**src/hdl/djs_pkg.sv**
```systemverilog
// Shared types for the deadline job sequencer.
// Depends on nothing; imported by the cells and the top level.
package djs_pkg;

  localparam int DataW   = 16;
  localparam int TotalW  = 22;
  localparam int PlacedW = 7;

  // One stored job as it sits in, and moves along, the job chain.
  typedef struct packed {
    logic             valid;
    logic [DataW-1:0] deadline;
    logic [DataW-1:0] profit;
  } job_t;

  // Control broadcast to every job cell.
  typedef struct packed {
    logic load;
    logic pop;
  } job_ctrl_t;

  // Control broadcast to every slot cell.
  typedef struct packed {
    logic clr;
    logic inc;
  } slot_ctrl_t;

endpackage

```
**src/hdl/djs_slot_cell.sv**
```systemverilog
// One cell of the slot occupancy row: counts the jobs placed with an
// effective deadline at or below its own bound. Depends on djs_pkg.
module djs_slot_cell import djs_pkg::*; #(
  parameter int CW  = 7,
  parameter int IDX = 1
) (
  input  logic          clk,
  input  logic          rst_n,
  input  slot_ctrl_t    ctrl,
  input  logic [CW-1:0] eff,
  output logic          ok
);

  localparam logic [CW-1:0] Bound = CW'(IDX);

  logic [CW-1:0] cnt_r, cnt_nxt;
  logic          covered;

  // This bound is affected only by jobs whose effective deadline is at or
  // below it; such a job fits here while fewer than IDX jobs are counted.
  assign covered = (eff <= Bound);
  assign ok      = !covered || (cnt_r < Bound);

  always_comb begin
    cnt_nxt = cnt_r;
    if (ctrl.clr) begin
      cnt_nxt = '0;
    end else if (ctrl.inc && covered) begin
      cnt_nxt = cnt_r + CW'(1);
    end
  end

  always_ff @(posedge clk) begin
    if (!rst_n) begin
      cnt_r <= '0;
    end else begin
      cnt_r <= cnt_nxt;
    end
  end

endmodule

```
**config.mk**
```make
export PLATFORM = sky130hd
export DESIGN_NAME = djs_slot_cell
export DESIGN_NICKNAME = d
export VERILOG_FILES = /design/src/hdl/djs_pkg.sv /design/src/hdl/djs_slot_cell.sv
export SDC_FILE = /design/constraint.sdc
export NUM_CORES = 1
export LEC_CHECK = 0
export ABC_AREA = 1
export BUFFER_PORTS_ARGS = -buffer_cell sky130_fd_sc_hd__buf_2
export CAP_MARGIN = 20
export CORE_AREA = 2 2 39 41
export DETAILED_ROUTE_END_ITERATION = 16
export DIE_AREA = 0 0 41 43
export GPL_ROUTABILITY_DRIVEN = 0
export PLACE_DENSITY_LB_ADDON = 0.08
export SLEW_MARGIN = 5
export SYNTH_ARGS = -nofsm -noshare
export SYNTH_HDL_FRONTEND = slang
export SYNTH_SLANG_ARGS = --single-unit
```
**constraint.sdc**
```tcl
create_clock -name clk -period 2.64 [get_ports clk]
set_input_delay 0.264 -clock clk [delete_from_list [all_inputs] [get_ports clk]]
set_output_delay 0.264 -clock clk [all_outputs]
set_load 0.005 [all_outputs]
```
==> results.cfg <==
[status]
status = complete, no violations

[yosys]
ys_top_cells_by_area = dfxtp_1 36%, nand2_1 12%, nor2_1 12%
async_flop_share_pct = 0
syn_area_um2 = 384.1
syn_avg_cell_area_um2 = 6.739
synth_warnings = 0
synth_edf_count = 0
syn_inst = 57
ys.flop_type = dfxtp_1
synth_top_area_share_pct = 36.48
synth_seq_area_share_pct = 36.48
synth_top_cell_by_area = dfxtp_1
synth.ff_latch_count = 7
synthDistinctLibCells = 16
mappedNetlistNets = 69

[clocking]
clk_path_buf_depth = 2
clk_latency_ps = 260
cts-resized-gates = 0
cts_buffers = 3
cts-root-buf = clkbuf_4
cts_max_level = 1
cts_sinks = 7
cts_tree = built
post_cts_buffers = 0
cts_hold_buffers = 0
clk_pin_slew_ps = 50

[worst_setup_path]
rr_worst_depth = 6
critPathCaptureType = output pin
crit_type = reg -> out
critPathTopFamily = flip-flops
crit_buf_inv = 1
path_cells = nor4_1, a21o_2, buf_2
critical_path_required_ps = 2380
arrival_ps = 1170
worstPathMaxFanout = 5
max_stage_delay_ps = 350
critPathLaunchType = flop
slowest_stage = dfxtp_1
path_depth = 3

[final_layout]
final_layout_size_suffix_gt1_share_pct = 21.43
top_register = cnt_r
final-instance-count-excl-fill = 86
largest_reg_flops = 7
nets = 83
top_regs = cnt_r: 7 flops
syn_to_final_growth_pct = 22.15
fin_area_um2 = 469.2
insertedDiodeCount = 0
final_util_pct = 33.91

[sta]
fin_crit_sh_pct = 54.29
fin_skew_ps = 3.276
max_freq_mhz = 697.8
worst_pin_slew_ps = 426.7
finalSetupViolations = 0
hold_viol = 0
setup_tns_ps = 0
fin_crit_ps = 1433
rsz0062_at_grt = no
final_max_slew_viol_count = 0
maxSlewHeadroom_pct = 71.45
worst_hold_slack_ps = 340.9

[worst_hold_path]
min_path_type = in -> reg
min_path_cells = 4

[global_routing]
grt_max_degree = 12
antenna_found_initial = 0
grt_pass1_vias = 364
grt-ovfl-total = 0
grt_use_total_pct = 12.16
grt_pass1_wl_um = 1393

[power_and_ir_drop]
power_leakage_uw = 0.0001723
ir_worst_vdd_mv = 0.1750
powerDensity_nw_per_um2 = 467.6

[placed_design]
port_buffers = 10
place_hpwl_um = 619.8
dp.cells = 82
placedInstanceArea_um2 = 442.9

[run]
cap_violations = 0

[drt]
postRouteAntennaNets = 0
wl_per_cell_um = 9.267
drt_first_iter_violations = 3
firstDrtPassIters = 4
routed_via_density = 4.547
dr_total_vias = 391
drc = 0
postRouteWirelength_um = 797

[die]
core_area_um2 = 1384
die_area_um2 = 1763
die_w_um = 41
boundaryPins = 12
start_util_pct = 27.76
rows = 14
die_y_um = 43
[placed cells by master (no fill, tap or decap), drive strengths merged, types with 2 or more instances in the layout]
cell type	instances
a21oi	5
buf	10
clkbuf	4
dfxtp	7
inv	4
nand2	12
nand3	6
nor2	13
nor3	2
[metal layers]
layer | part of all wire, % | global-route usage [%]
met2 | 40 | 16.56
met3 | 8.2 | 4.712
met4 | 4.3 | 10.00
met1 | 48 | 14.19
met5 | 0 | 0
[per-stage QoR]
stage               setup WS, ps  total power, uW
finish                      1207            219.4
global route                1144            232.7
CTS                         1197            222.7
detailed placement          1288            121.9
global placement            1306            121.6
floorplan                   1561            114.3
[kinds of logic (layout without fill, tap and decap cells)]
logic type / count (synthesis) / after routing / synth area share, %
xor gates and xnor gates: 2 / 2 / 4.561
buffers and inverters: 5 / 18 / 6.839
adders and majority gates: 1 / 1 / 3.257
DFF: 7 / 7 / 36.48
and+or+nand+nor: 35 / 35 / 38.76
AOI/OAI and AO/OA: 7 / 7 / 10.10
[cell usage after synthesis, drive strengths merged, types with 2 or more instances]
master  instances
nand3           6
dfxtp           7
nor2           13
inv             4
a21oi           5
nand2          12
nor3            2
[cell type report]
type	instances	area [um^2]
sequential	7	140.1
multi-input combinational	45	217.7
fill	161	914.6
clock buffer	4	26.28
inverter	4	15.01
timing repair buffer	10	50.05
tap	16	20.02
[worst min-delay path: stages]
cell,delay (ps)
buf_2,80
nor2_1,100
nand2_1,90
nor2_1,30
[final timing paths]
check / start / end / slack [ps]
min reg2reg: cnt_r[4] / cnt_r[4] / 500
min: ctrl[1] / cnt_r[2] / 340
max reg2reg: cnt_r[0] / cnt_r[6] / 1400
max: cnt_r[3] / ok / 1210
[power breakdown]
part | internal [uW] | leakage, uW | switching [uW] | total [uW]
Clock | 57.8 | 0.0000150 | 42.0 | 99.8
Sequential | 106 | 0.0000564 | 0.109 | 106
Combinational | 6.81 | 0.000101 | 6.81 | 13.6
Total | 170 | 0.000172 | 48.9 | 219
No activity file was read; power rests on OpenSTA's default activity.
