==> src/hdl/djs_pkg.sv <==
// Shared types for the deadline job sequencer.
// Depends on nothing; imported by the cells and the top level.
package djs_pkg;

  localparam int DataW   = 16;
  localparam int TotalW  = 22;
  localparam int PlacedW = 7;

  // One stored job as it sits in, and moves along, the job chain.
  typedef struct packed {
    logic             valid;
    logic [DataW-1:0] deadline;
    logic [DataW-1:0] profit;
  } job_t;

  // Control broadcast to every job cell.
  typedef struct packed {
    logic load;
    logic pop;
  } job_ctrl_t;

  // Control broadcast to every slot cell.
  typedef struct packed {
    logic clr;
    logic inc;
  } slot_ctrl_t;

endpackage

==> src/hdl/djs_job_cell.sv <==
// One cell of the profit-sorted job chain.
// Depends on djs_pkg; instantiated in a row by deadline_job_sequencer.
module djs_job_cell import djs_pkg::*; (
  input  logic      clk,
  input  logic      rst_n,
  input  job_ctrl_t ctrl,
  input  job_t      new_job,
  input  job_t      prev_job,
  input  logic      prev_ins,
  input  job_t      next_job,
  output job_t      job,
  output logic      ins
);

  logic             valid_r, valid_nxt;
  logic [DataW-1:0] dl_r, dl_nxt;
  logic [DataW-1:0] pf_r, pf_nxt;

  assign job = '{valid: valid_r, deadline: dl_r, profit: pf_r};

  // The new request goes in front of this cell when it has strictly more
  // profit, so that equal profits stay in arrival order.
  assign ins = ctrl.load && (!valid_r || (new_job.profit > pf_r));

  // Pop shifts towards the head; insertion shifts towards the tail.
  always_comb begin
    valid_nxt = valid_r;
    dl_nxt    = dl_r;
    pf_nxt    = pf_r;
    if (ctrl.pop) begin
      valid_nxt = next_job.valid;
      dl_nxt    = next_job.deadline;
      pf_nxt    = next_job.profit;
    end else if (ins) begin
      if (prev_ins) begin
        valid_nxt = prev_job.valid;
        dl_nxt    = prev_job.deadline;
        pf_nxt    = prev_job.profit;
      end else begin
        valid_nxt = 1'b1;
        dl_nxt    = new_job.deadline;
        pf_nxt    = new_job.profit;
      end
    end
  end

  always_ff @(posedge clk) begin
    if (!rst_n) begin
      valid_r <= 1'b0;
    end else begin
      valid_r <= valid_nxt;
    end
  end

  always_ff @(posedge clk) begin
    dl_r <= dl_nxt;
    pf_r <= pf_nxt;
  end

endmodule

==> config.mk <==
export PLATFORM = sky130hd
export DESIGN_NAME = djs_job_cell
export DESIGN_NICKNAME = d
export VERILOG_FILES = /design/src/hdl/djs_pkg.sv /design/src/hdl/djs_job_cell.sv
export SDC_FILE = /design/constraint.sdc
export NUM_CORES = 1
export LEC_CHECK = 0
export BUFFER_PORTS_ARGS = -buffer_cell sky130_fd_sc_hd__buf_4
export CAP_MARGIN = 10
export CORE_UTILIZATION = 47
export CTS_BUF_LIST = sky130_fd_sc_hd__clkbuf_4 sky130_fd_sc_hd__clkbuf_8
export CTS_CLUSTER_DIAMETER = 200
export CTS_CLUSTER_SIZE = 40
export DETAILED_ROUTE_END_ITERATION = 7
export MAX_ROUTING_LAYER = met4
export PLACE_DENSITY = 0.87
export SYNTH_ARGS = -nofsm -noshare
export SYNTH_HDL_FRONTEND = slang
export SYNTH_SLANG_ARGS = --single-unit
==> constraint.sdc <==
create_clock -name clk -period 9.4 [get_ports clk]
set_clock_uncertainty 0.05 [all_clocks]
set_input_delay 1.88 -clock clk [delete_from_list [all_inputs] [get_ports clk]]
set_output_delay 1.88 -clock clk [all_outputs]
set_load 0.01 [all_outputs]
==> reports/metrics.yaml <==
fin_crit_ns: 5.512
drive_above_1_share_pct: 43.53
numPortBuffers: 136
wl_per_cell_um: 14.04
crit_family: "simple AND/OR/NAND/NOR gates"
ir_drop_uv: 79.37
hold_ws_ns: 0.6283
pwr-share-comb_pct: 27.3
syn_area_per_cell_sq_um: 10.20
grt_pass1_vias: 2081
clk-insertion-delay-late_ns: 0.28
min_path_cells: 2
worst-path-max-fanout: 4
num_rows: 24
ctsLongestPathBuffers: 2
layout.nets: 459
dieArea_sq_um: 4763
cts_root_buffer: "clkbuf_8"
power_switching_uw: 113.2
die_w_um: 69.02
pin_count: 138
path_class: "in -> out"
synth.area.top_cells: "edfxtp_1, mux2i_1, ha_1, o21ai_0, nand2_1"
grt_pass1_wl_mm: 9.218
status: "complete, no violations"
wirelength_mm: 5.502
hold_class: "reg -> reg"
critPathSlowestCell: "or4_4"
clk_pin_slew_ns: 0.06
p_sw_share_pct: 25.59
n_antenna_cell: 0
routed-via-count: 2025
yosysUniqueCellTypes: 26
cp.depth: 7
cts_resized: 0
crit_buf_inv: 2
yosysSeqAreaShare_pct: 46.47
fp.dieH_um: 69.02
synth_top_cell_area_share_pct: 45.52
grt_start_max_net_pins: 68
internal_power_uw: 329.0
antenna_found_initial: 0
total_power_uw: 442.2
grt_use_total_pct: 24.66
gp_congestion: 0.8289
min_period_over_period_pct: 58.63
cts_setup_buffers: 0
critPathMostFrequentCell: "buf_4"
setup_viol: 0
placed_cells: 384
hold_viol_final: 0
final_cells: 392
synthFlopType: "edfxtp_1"
netlist_top_cells_count: "nand2_1, o21ai_0, edfxtp_1, mux2i_1, inv_1"
r2r_cells: 8
leakagePower_nw: 1.623
overflow: 0
yosysMostFrequentCell: "nand2_1"
syn2layout_area_growth_pct: 54.53
critical_path.cell_chain: "buf_4, ha_1, nand3_2, or4_4, a21o_1, a41oi_2, buf_4"
yosys_warnings: 0
end_kind: "primary output"
startpoint_type: "primary input"
share_seq_of_total_power_pct: 42.5
synth_area_sq_um: 2111
cts_max_level: 2
core_area_sq_um: 4324
slew_violations: 0
p_clk_share_pct: 30.2
powerDensity_nw_per_um2: 135.6
initial_core_util_pct: 48.81
rsz0062_at_grt: "no"
numCtsBuffers: 5
tightest_slew_ns: 0.6545
required_ns: 7.47
clock_sinks: 33
ant_nets: 0
synthCells: 207
cts_hold_buf: 0
synth_fp_nets: 327
dp_hpwl_mm: 4.221
yosys_register_bits: 33
arrival_ns: 3.58
fmax_ghz: 0.1814
cts_tree: "yes"
routed_via_density: 5.166
drcViolationCount: 0
max_slew_margin_pct: 56.37
synth_edf_count: 32
slowest_delay_ns: 0.59
maxCapViolCount: 0
drt-pass1-iter-count: 4
setup_tns_ns: 0
synth_top_area_cell: "edfxtp_1"
drtIter0Drc: 83
synthArstFlopShare_pct: 0
==> worst min-delay path, stage by stage (launching register included) <==
cell and delay (ns):
dfxtp_1 0.34, o211ai_1 0.22, o21ai_1 0.07
==> cell usage in the layout, fill, tap and decap left out, types with 2 or more instances in the layout <==
cell type,count
edfxtp_1,32
a21oi_1,8
clkbuf_8,5
nand2_1,35
nor3_1,2
o21ai_0,34
mux2i_1,32
nor2b_1,2
buf_4,137
nand3_1,2
inv_1,19
ha_1,16
==> power by group through the flow <==
stage / combinational [mW] / clock [mW] / sequential (mW)
6_report: 0.121 / 0.134 / 0.188
5_1_grt: 0.133 / 0.141 / 0.190
4_1_cts: 0.122 / 0.136 / 0.188
3_5_place_dp: 0.122 / 0 / 0.191
3_3_place_gp: 0.117 / 0 / 0.190
2_1_floorplan: 0.0459 / 0 / 0.198
==> routing by layer <==
layer	share of wire (%)	global-route usage (%)
met2	53	44.55
met3	6.2	5.409
met5	0	-
met1	39	25.71
met4	2.0	10.20
==> cells by family after synthesis <==
group / count (synthesis) / share of synthesized area [%]
AO/OA/AOI/OAI: 50 / 13.63
AND/OR/NAND/NOR: 45 / 9.366
flip-flops: 33 / 46.47
multiplexers: 32 / 15.17
buffers and inverters: 31 / 5.868
adder cells (fa/ha/maj): 16 / 9.484
==> path summary, 6_finish.rpt <==
kind | from | to | slack (ns)
worst max-delay path | new_job[14] | ins | 3.89
worst max register to register | pf_r[13]$_DFFE_PP_ | pf_r[11]$_DFFE_PP_ | 6.27
worst min register to register | valid_r$_SDFFE_PN0P_ | valid_r$_SDFFE_PN0P_ | 0.63
worst min-delay path | valid_r$_SDFFE_PN0P_ | valid_r$_SDFFE_PN0P_ | 0.63
==> area by class of cell <==
cell class                      instances  area, sq um
Inverter                               19        71.32
Timing Repair Buffer                  137         1028
Sequential cell                        33        980.9
Clock buffer                            6        76.32
Multi-Input combinational cell        143         1006
Clock inverter                          2        33.78
Tap cell                               52        65.06
Fill cell                             324         1062
==> through the flow <==
| stage | worst slack (ns) | utilization (%) | area [sq um] |
|---|---|---|---|
| after floorplan | 4.243 | - | 2111 |
| after global placement | 3.913 | 72.89 | 3152 |
| after detailed placement | 3.893 | 72.89 | 3152 |
| after CTS | 3.895 | 75.43 | 3262 |
| after global routing | 3.854 | 75.43 | 3262 |
| final | 3.888 | 75.43 | 3262 |
==> state kept, by name, indices dropped and copies added, names as in the netlist <==
name,flops
dl_r,16
pf_r,16
valid_r,1
Note: power is estimated with default switching activity, not from simulation.
